[src/sv/dgr_pkg.sv]
// Shared types and constants of the grid ray caster.
`timescale 1ns / 1ps
`default_nettype none
package dgr_pkg;

    localparam int DIV_W   = 48;
    localparam int CNT_W   = 6;
    localparam int CAM_W   = 28;
    localparam int PROD_W  = 46;
    localparam int RAY_W   = 31;
    localparam int DELTA_W = 41;
    localparam int SIDE_W  = 48;
    localparam int COORD_W = 10;
    localparam int FRAC_W  = 17;

    typedef enum logic [2:0] {
        CFG_POS_X,
        CFG_POS_Y,
        CFG_DIR_X,
        CFG_DIR_Y,
        CFG_PLANE_X,
        CFG_PLANE_Y,
        CFG_EXTENT_X,
        CFG_EXTENT_Y
    } cfg_index_t;

    typedef struct packed {
        logic             start;
        logic [DIV_W-1:0] dividend;
        logic [DIV_W-1:0] divisor;
    } div_req_t;

    typedef struct packed {
        logic             busy;
        logic             done;
        logic [DIV_W-1:0] quotient;
    } div_rsp_t;

endpackage
`default_nettype wire

[src/sv/dgr_divider.sv]
// Restoring unsigned divider producing one quotient bit per cycle.
`timescale 1ns / 1ps
`default_nettype none
module dgr_divider (
    input  wire               aclk,
    input  wire               aresetn,
    input  dgr_pkg::div_req_t req,
    output dgr_pkg::div_rsp_t rsp
);

    logic                          busy_reg;
    logic                          done_reg;
    logic [dgr_pkg::CNT_W-1:0]     cnt_reg;
    logic [dgr_pkg::DIV_W-1:0]     rem_reg;
    logic [dgr_pkg::DIV_W-1:0]     quo_reg;
    logic [dgr_pkg::DIV_W-1:0]     dvs_reg;
    logic [dgr_pkg::DIV_W:0]       trial;
    logic                          ge;
    logic [dgr_pkg::DIV_W-1:0]     rem_next;
    logic [dgr_pkg::DIV_W:0]       diff;

    assign trial    = {rem_reg, quo_reg[dgr_pkg::DIV_W-1]};
    assign ge       = trial >= {1'b0, dvs_reg};
    assign diff     = trial - {1'b0, dvs_reg};
    assign rem_next = ge ? diff[dgr_pkg::DIV_W-1:0] : trial[dgr_pkg::DIV_W-1:0];

    always_ff @(posedge aclk) begin
        if (!aresetn) begin
            busy_reg <= 1'b0;
            done_reg <= 1'b0;
            cnt_reg  <= '0;
        end else begin
            done_reg <= 1'b0;
            if (req.start && !busy_reg) begin
                busy_reg <= 1'b1;
                cnt_reg  <= '0;
                rem_reg  <= '0;
                quo_reg  <= req.dividend;
                dvs_reg  <= req.divisor;
            end else if (busy_reg) begin
                rem_reg <= rem_next;
                quo_reg <= {quo_reg[dgr_pkg::DIV_W-2:0], ge};
                cnt_reg <= cnt_reg + 1'b1;
                if (cnt_reg == dgr_pkg::CNT_W'(dgr_pkg::DIV_W - 1)) begin
                    busy_reg <= 1'b0;
                    done_reg <= 1'b1;
                end
            end
        end
    end

    assign rsp.busy     = busy_reg;
    assign rsp.done     = done_reg;
    assign rsp.quotient = quo_reg;

endmodule
`default_nettype wire

[config.mk]
export PLATFORM = sky130hd
export DESIGN_NAME = dgr_divider
export DESIGN_NICKNAME = d
export VERILOG_FILES = /design/src/sv/dgr_pkg.sv /design/src/sv/dgr_divider.sv
export SDC_FILE = /design/constraint.sdc
export NUM_CORES = 1
export LEC_CHECK = 0
export BUFFER_PORTS_ARGS = -buffer_cell sky130_fd_sc_hd__buf_4
export CAP_MARGIN = 20
export CORE_MARGIN = 2
export CORE_UTILIZATION = 55
export CTS_CLUSTER_DIAMETER = 30
export DETAILED_ROUTE_END_ITERATION = 7
export PLACE_DENSITY = 0.78
export SLEW_MARGIN = 5
export SYNTH_ARGS = -nofsm -noshare
export SYNTH_HDL_FRONTEND = slang
export SYNTH_SLANG_ARGS = --single-unit
[constraint.sdc]
create_clock -name aclk -period 10.2 [get_ports aclk]
set_input_delay 0.51 -clock aclk [delete_from_list [all_inputs] [get_ports aclk]]
set_output_delay 0.51 -clock aclk [all_outputs]
set_load 0.02 [all_outputs]
==> run metrics, run 1 <==
status=complete, no violations; Req. time, crit path=between 10 and 15 ns; DIE HEIGHT=134 um; Tightest Pin Transition=1.01 ns; Final Core Density=66.8%; Final Skew=between 0.01 and 0.015 ns; WL per Instance=about 17 um; number of synthesis warnings=0; worst path cell trace=ha_1 > a21oi_4 > o211ai_2 > a31oi_1 > or4_1 > o2111ai_2 > nand2_2 > o211ai_4 > buf_4 > nand2_1 > o32ai_1; postcts setup bufs=0; worst setup margin=slightly above 6 ns; full die area=approximately 18000 um2; Post-DRT Antenna Nets=0; CTS Hold Bufs=0; CTS Buffer Depth=2; total gr overflow=0; # setup viols final=0; Min Clock Period, post-route=between 4 and 5 ns; share of cells above drive strength 1=between 10% and 20%; TNS Setup=0 ns; FP Rows=47; Synth top area share=a little under half; DP HPWL=between 15000 and 20000 um; asr flop ratio synth=0%; pre-CTS WS=about 6.0 ns; CTS Buf Count=17; CTS tree=yes; I/O Buffers=148; critical path's top delay family=compound AO/OA/AOI/OAI gates; Final Slew Violations=0; kind of end point of the critical path=flop; achievable clock frequency=241 MHz; via/cell ratio=about 5.7; Slew headroom=between 30% and 40%; post-cts sizing count=0; Placer Congestion=around 0.89; initial antenna violation count=0; routed via count=between 7000 and 8000; cells after synthesis=934; area delta synth->final=19.6%; Final Hold Fails=0; total track usage=25.0%; Synthesized Nets=approximately 1100; worst min path class=input pin to flop; # H-tree levels=4; Worst-Skew Late Latency=0.43 ns; Max-cap violations=0; VDD IR max=about 0.13 mV; 1st-pass router iterations=5; Initial Utilization=55.9%; leak pwr=about 4.9 nW; critical path startpoint category=flop; Final period util=around two fifths; number of global-route vias before repair=around 7300; drt drc=0; cell taking the most area after synthesis=edfxtp_1; core area=about 17000 um2; global-route wire length before repair=35400 um; Inserted Diodes=0; Mean Syn Cell Area=between 9 and 10 um2; drt first-iter violations=a little under 500; buffers and inverters on the worst path=1; Worst-path clk slew=0.07 ns; Sink Count=between 150 and 200; library cells used by synthesis=between 70 and 80; Crit path largest cell delay=between 0.6 and 0.7 ns; Total Routed Length=~22000 um; Slowest cell on crit path=buf_4; PD cells=around 180 nW/um2; # IOs=about 150; ys flop type=edfxtp_1; mapped cell area=9230 um2; crit path kind=flop to flop; largest net degree at the start of global routing=90; RSZ-0062 raised after global routing=no; Die X=roughly 130 um; register area share after synthesis=48.6%; total power=1.94 mW; CTS root buf=clkbuf_16; synthesized flop and latch total=between 150 and 200; worst-path maximum fanout=43; top post-synthesis cells by area=edfxtp_1 (47%), nand2_1 (7.9%), ha_1 (6.6%); nets@finish=about 1200; CP arrival=~4.4 ns; number of synthesized flops with an enable pin=about 140
==> layer usage <==
layer	vias to the layer above	track usage, %	wire, um
li1	3594	-	-
met1	3442	31.8	9450
met2	256	40.8	9980
met3	42	7.91	1640
met4	0	8.39	510
met5	-	0	0
==> final timing paths <==
path	cells after the start	slack [ns]	from	to
setup / recovery	11	6.06	rem_reg[13]$_SDFFCE_PP0P_	rem_reg[40]$_SDFFCE_PP0P_
hold / removal	1	0.26	req[1]	dvs_reg[1]$_DFFE_PP_
hold reg to reg	2	0.52	cnt_reg[5]$_SDFFE_PP0P_	cnt_reg[5]$_SDFFE_PP0P_
setup reg to reg	11	6.06	rem_reg[13]$_SDFFCE_PP0P_	rem_reg[40]$_SDFFCE_PP0P_
==> cell usage after synthesis (3+ instances only) <==
cell and n:
nand2b_1 5, nand3_1 11, edfxtp_1 144, inv_1 60, mux2i_1 26, or3b_1 5, buf_6 3, a211oi_1 4
a21boi_0 3, nor3b_1 4, a31oi_1 12, dfxtp_1 8, buf_2 8, o21bai_1 10, nor3_1 11, nor4b_1 3
xnor2_1 19, xor2_1 20, buf_4 12, a211oi_2 11, nand2_1 194, nand4_1 13, clkbuf_1 18, nor2b_1 8
o21ai_0 27, o22ai_1 3, nor2_1 71, and3_1 11, and4_1 3, ha_1 49, and2_1 8, a21o_1 29
a21oi_1 54, o21ai_1 8, o211ai_1 6, o21a_1 5
==> cell families (layout without fill, tap and decap cells) <==
kind of cell	count (synthesis)	in the layout	share of synthesized area, %
AO/OA/AOI/OAI	202	202	15.3
XOR/XNOR	39	39	3.70
adder cells (fa/ha/maj)	50	50	6.86
buffers and inverters	103	245	5.03
flip-flops	152	152	48.6
multiplexers	27	27	2.94
AND/OR/NAND/NOR	361	361	17.6
==> power by group <==
group	internal, mW	switching (mW)
clock network	0.377	0.263
registers	0.754	0.0275
logic	0.218	0.303
==> cell usage in the layout, fill, tap and decap left out, drive strengths merged, types with 11 or more instances in the layout <==
master,instances
nor2,71
nor3,11
nand4,13
nand2,196
and3,11
clkbuf,20
a21oi,56
mux2i,26
a21o,29
edfxtp,144
nand3,11
buf,153
xnor2,19
a31oi,13
inv,65
ha,49
a211oi,15
o21ai,35
xor2,20
==> worst reg2reg max path, cell delays in order (launching register included) <==
cell	delay (ns)
edfxtp_1	0.40
ha_1	0.51
a21oi_4	0.12
o211ai_2	0.19
a31oi_1	0.16
or4_1	0.51
o2111ai_2	0.19
nand2_2	0.14
o211ai_4	0.55
buf_4	0.61
nand2_1	0.25
o32ai_1	0.34
==> stage by stage <==
stage                     area, um2  cells  hold slack [ns]
after floorplan                9230    934            0.453
after global placement        10400   1264            0.465
after detailed placement      10400   1264            0.479
after CTS                     11000   1296            0.244
after global routing          11000   1296            0.234
final                         11000   1296            0.256
==> layout make-up <==
type,count,area (um2)
Inverter,60,225
Clock buffer,20,457
Timing Repair Buffer,153,1150
Fill cell,1305,5480
Tap cell,220,275
Sequential cell,152,4480
Clock inverter,12,139
Multi-Input combinational cell,679,4310
(Power assumes the default switching activity.)
==> inputs of run 2 (changes only) <==
clock period = 4.14 ns   (was 10.2 ns; I/O delays follow)
==> run metrics, run 2 (synthesized netlist as in run 1, its figures left out) <==
routed via count=roughly 7500; worst min path class=input pin to flop; Die X=roughly 130 um; core area=roughly 17000 um2; pre-CTS WS=0.599 ns; HP Start=aresetn; Slew headroom=roughly 33%; Final Slew Violations=0; I/O Buffers=around 150; placed inst area=10500 um2; via/cell ratio=~5.6; worst-path maximum fanout=38; Total Routed Length=about 22000 um; crit path from=rem_reg[13]$_SDFFCE_PP0P_; Final Hold Fails=0; global-route wire length before repair=approximately 36000 um; nets@finish=approximately 1300; total gr overflow=0; Sw Ratio=slightly below 30%; Final Skew=~0.012 ns; CTS Buffer Depth=2; crit path kind=flop to flop; Min Clock Period, post-route=3.56 ns; Finished Cell Area=around 12000 um2; worst path cell trace=ha_1 > a21oi_4 > o211ai_2 > a31oi_1 > or4_1 > o2111ai_2 > nand2_2 > o211ai_4 > buf_12 > mux2i_1 > nor2_1; area of the multi-input gates=around 4300 um2; postcts setup bufs=0; Combinational Power Share=27.0%; TNS Setup=0 ns; CTS root buf=clkbuf_16; RR Startpoint=rem_reg[13]$_SDFFCE_PP0P_; CTS Buf Count=17; CP arrival=~3.7 ns; Clk network pwr share=between 30 and 40%; Crit path largest cell delay=roughly 0.5 ns; DP HPWL=15500 um; # H-tree levels=4; RSZ-0062 raised after global routing=no; largest net degree at the start of global routing=between 80 and 90; share of cells above drive strength 1=between 10% and 20%; Tightest Pin Transition=between 0.9 and 1 ns; total track usage=between 20% and 30%; Inserted Diodes=0; Slowest cell on crit path=or4_1; P_sw=between 1 and 1.5 mW; # IOs=about 150; commonest non-fill, non-tap cell in the layout=nand2_1; Final period util=~86%; # fillers=roughly 1300; Worst-Skew Late Latency=between 0.4 and 0.5 ns; Placer Congestion=0.905; Sink Count=152; Int Power=about 3.5 mW; FF/Latch Area=~4500 um2; FP Rows=47; Post-DRT Antenna Nets=0; drt drc=0; PD cells=between 400 and 500 nW/um2; commonest cells after routing, fill and taps aside=nand2_1 (194), buf_4 (154), edfxtp_1 (144); critical path startpoint category=flop; Initial Utilization=a little under three fifths; Sequential Power Share=roughly 40%; kind of end point of the critical path=flop; Hold Slack=~0.018 ns; Max-cap violations=0; VDD IR max=approximately 0.32 mV; DIE HEIGHT=around 130 um; initial antenna violation count=0; Req. time, crit path=between 4 and 5 ns; Worst-path clk slew=about 0.060 ns; # setup viols final=0; full die area=around 18000 um2; 1st-pass router iterations=6; drt first-iter violations=~560; CTS tree=yes; leak pwr=between 5 and 6 nW; area delta synth->final=25.7%; achievable clock frequency=about 280 MHz; WL per Instance=roughly 17 um; worst setup margin=0.578 ns; number of global-route vias before repair=7488; status=complete, no violations
run 2: cell types whose count changed in the layout (fill, tap and decap cells not counted):
cell and delta:
buf_12 +2, buf_4 +1, bufinv_16 +2, clkbuf_1 +2, clkinv_2 -2, clkinvlp_4 +2
dlygate4sd3_1 +48, inv_6 -4
run 2: final timing paths:
path / endpoint / slack, ns / cells after the start
setup / recovery: rem_reg[8]$_SDFFCE_PP0P_ / 0.58 / 11
hold / removal: done_reg$_SDFF_PP0_ / 0.02 / 2
setup reg to reg: rem_reg[8]$_SDFFCE_PP0P_ / 0.58 / 11
hold reg to reg: cnt_reg[5]$_SDFFE_PP0P_ / 0.49 / 2
run 2: worst max-delay path: cells and delay by family, from the launching register on:
kind                       cells  cell delay, ns
AOI/OAI and AO/OA              5            1.09
adders and majority gates      1            0.50
buffers and inverters          1            0.32
DFF                            1            0.40
muxes                          1            0.23
and+or+nand+nor                3            0.71
run 2: per-stage QoR:
step                      power, mW  instances  util [%]
after floorplan                2.89        934         -
after global placement         3.21       1266      63.4
after detailed placement       3.23       1266      63.4
after CTS                      4.94       1346      70.1
after global routing           5.16       1347      70.2
final                          4.93       1347      70.2
run 2: final cells by class:
type	count	share of cell area, %
multi-input combinational	679	37.1
timing repair buffer	204	14.4
tap	220	2.37
clock buffer	22	4.00
inverter	60	1.94
sequential	152	38.6
clock inverter	10	1.46
run 2: metal layers:
layer  share of wire, %  vias to the layer above  GRT usage (%)
met4                2.5                        0           9.10
li1                   -                     3681              -
met5                  0                        -              0
met1                 43                     3534           33.6
met2                 46                      279           41.3
met3                7.9                       41           7.08
run 2: power groups by stage:
stage / logic (mW) / registers [mW] / clock network (mW)
after floorplan: 0.910 / 1.98 / 0
after global placement: 1.25 / 1.95 / 0
after detailed placement: 1.28 / 1.96 / 0
after CTS: 1.32 / 1.93 / 1.69
after global routing: 1.47 / 1.94 / 1.74
final: 1.33 / 1.93 / 1.67
run 2: what timing repair did:
| action | CTS | global route |
|---|---|---|
| hold endpoints to repair | 48 | 0 |
| gates resized for setup | 0 | 0 |
| hold buffers | 48 | 0 |
| endpoints found under the setup margin | 0 | 0 |
==> inputs of run 3 (changes only) <==
ABC_AREA = 1   (was unset)
CTS_BUF_LIST = sky130_fd_sc_hd__clkbuf_8   (was unset)
PLACE_DENSITY = 0.77   (was 0.78)
==> run metrics, run 3 <==
status=complete, no violations; initial antenna violation count=0; Placer Congestion=between 0.9 and 1; Combinational Power Share=between 30% and 40%; largest net degree at the start of global routing=between 90 and 100; Synth Area in XOR/XNOR=between 1.5 and 2%; register area share after synthesis=41.6%; Total Routed Length=about 31000 um; CTS Buffer Depth=2; CTS tree=yes; Max-cap violations=0; placed inst area=approximately 12000 um2; Synth Area in Compound Gates=2.15%; 1st-pass router iterations=5; area delta synth->final=23.9%; drt drc=0; pre-CTS WS=about 0.99 ns; P_sw=roughly 2.0 mW; buffers and inverters on the worst path=1; postcts setup bufs=0; total power=5.00 mW; cells after synthesis=~1500; leak pwr=around 7.0 nW; mapped cell area=roughly 11000 um2; Adder-Cell Fraction of Synth Area=between 5 and 6%; synthesized flop and latch total=roughly 150; number of synthesized flops with an enable pin=144; Final Slew Violations=0; Crit path largest cell delay=~0.48 ns; CP arrival=roughly 3.5 ns; crit path from=rem_reg[6]$_SDFFCE_PP0P_; top cells by count, synth=nand2_1 (649), inv_1 (282), edfxtp_1 (144); full die area=between 20000 and 25000 um2; most frequent cell after synthesis=nand2_1; # setup viols final=0; TNS Setup=0 ns; # H-tree levels=4; Final Skew=about 0.021 ns; Slew headroom=between 50% and 60%; ys flop type=edfxtp_1; kind of end point of the critical path=flop; Tightest Pin Transition=0.726 ns; Post-DRT Antenna Nets=0; worst path cell trace=ha_1 > nand2_1 > nor2_2 > nand3_1 > nand3_2 > nand2_1 > nand2_2 > nand3b_4 > nand2_4 > inv_4 > nor2_1 > nor2_1; Mean Syn Cell Area=~7.0 um2; Req. time, crit path=around 4.4 ns; total gr overflow=0; drt first-iter violations=689; Initial Utilization=around 56%; RSZ-0062 raised after global routing=no; number of global-route vias before repair=around 10000; critical path's top delay family=simple AND/OR/NAND/NOR gates; asr flop ratio synth=0%; I/O Buffers=about 150; RR Startpoint=rem_reg[6]$_SDFFCE_PP0P_; Clk network pwr share=23.3%; Sw Ratio=around two fifths; commonest non-fill, non-tap cell in the layout=nand2_1; main combinational cell family by area after synthesis=simple AND/OR/NAND/NOR gates; worst setup margin=0.897 ns; PD cells=375 nW/um2; post-cts sizing count=0; CTS Hold Bufs=a little under 80; via/cell ratio=4.99; DIE HEIGHT=144 um; post-synthesis simple-gate area fraction=a little over a third; Synthesized Nets=roughly 1700; Finished Cell Area=roughly 13000 um2; # IOs=approximately 150; CTS Buf Count=17; DP HPWL=approximately 23000 um; critical path startpoint category=flop; post-synthesis mux area share=0%; number of synthesis warnings=0; Int Power=between 3 and 4 mW; Final period util=~78%; Inserted Diodes=0; core area=about 19000 um2; VDD IR max=0.236 mV; FP Rows=between 50 and 60; Sink Count=152; Slowest cell on crit path=nand2_4; nets@finish=between 1500 and 2000; share of cells above drive strength 1=about 14%; worst min path class=input pin to flop; global-route wire length before repair=~49000 um; commonest cells after routing, fill and taps aside=nand2_1 (649), inv_1 (282), buf_4 (153); Sequential Power Share=between 30% and 40%; HP Start=req[92]; routed via count=10213; achievable clock frequency=roughly 310 MHz; Final Hold Fails=0; Synth top area share=between 40% and 50%; crit path kind=flop to flop; top post-synthesis cells by area=edfxtp_1 (40%), nand2_1 (23%), inv_1 (9.8%); total track usage=slightly above 30%; cell taking the most area after synthesis=edfxtp_1; WL per Instance=roughly 15 um; CTS root buf=clkbuf_8; Die X=144 um; Worst-path clk slew=around 0.11 ns; Worst-Skew Late Latency=~0.47 ns; library cells used by synthesis=39; # fillers=1654; Min Clock Period, post-route=about 3.2 ns; worst-path maximum fanout=31
run 3: worst reg2reg max path, stage by stage, from the launching register on:
cell and delay [ns]:
edfxtp_1 0.40, ha_1 0.36, nand2_1 0.14, nor2_2 0.18, nand3_1 0.11, nand3_2 0.18, nand2_1 0.09, nand2_2 0.13
nand3b_4 0.40, nand2_4 0.49, inv_4 0.27, nor2_1 0.18, nor2_1 0.06
run 3: final timing paths:
check | cells past startpoint | slack (ns) | end
min | 3 | 0.02 | quo_reg[44]$_DFFE_PP_
max | 12 | 0.90 | rem_reg[19]$_SDFFCE_PP0P_
min reg2reg | 2 | 0.49 | cnt_reg[1]$_SDFFE_PP0P_
max reg2reg | 12 | 0.90 | rem_reg[19]$_SDFFCE_PP0P_
run 3: logic make-up after synthesis:
group	count (synthesis)
XOR/XNOR	24
AO/OA/AOI/OAI	42
AND/OR/NAND/NOR	935
adder cells (fa/ha/maj)	50
buffers and inverters	343
flip-flops	152
run 3: power groups by stage:
stage	registers [mW]	logic [mW]	clock network [mW]
2_1_floorplan	2.03	1.23	0
3_3_place_gp	2.00	1.75	0
3_5_place_dp	2.00	1.77	0
4_1_cts	1.97	1.84	1.18
5_1_grt	1.99	2.09	1.24
6_report	1.97	1.86	1.17
run 3: layout make-up:
class | instances | area, um2 | area share (%)
repair buffers | 234 | 1970 | 14.8
inverters | 313 | 1180 | 8.83
clock buffers | 17 | 234 | 1.75
multi-input cells | 1051 | 4970 | 37.2
flip-flops and latches | 152 | 4480 | 33.6
clock inverters | 15 | 178 | 1.33
well taps | 265 | 332 | 2.49
run 3: metrics by stage:
stage / instances / util (%) / hold WS, ns
finish: 2047 / 69.0 / 0.0209
global route: 2047 / 69.0 / 0.0102
CTS: 2046 / 68.9 / 0.000746
detailed placement: 1935 / 62.7 / 0.386
global placement: 1935 / 62.7 / 0.385
floorplan: 1546 / - / 0.306
run 3: per-layer routing:
| layer | track usage [%] | share of wire (%) | up-vias |
|---|---|---|---|
| li1 | - | - | 5165 |
| met1 | 40.9 | 44 | 4635 |
| met2 | 52.6 | 47 | 378 |
| met3 | 5.90 | 7.0 | 35 |
| met4 | 7.89 | 1.7 | 0 |
| met5 | 0 | 0 | - |
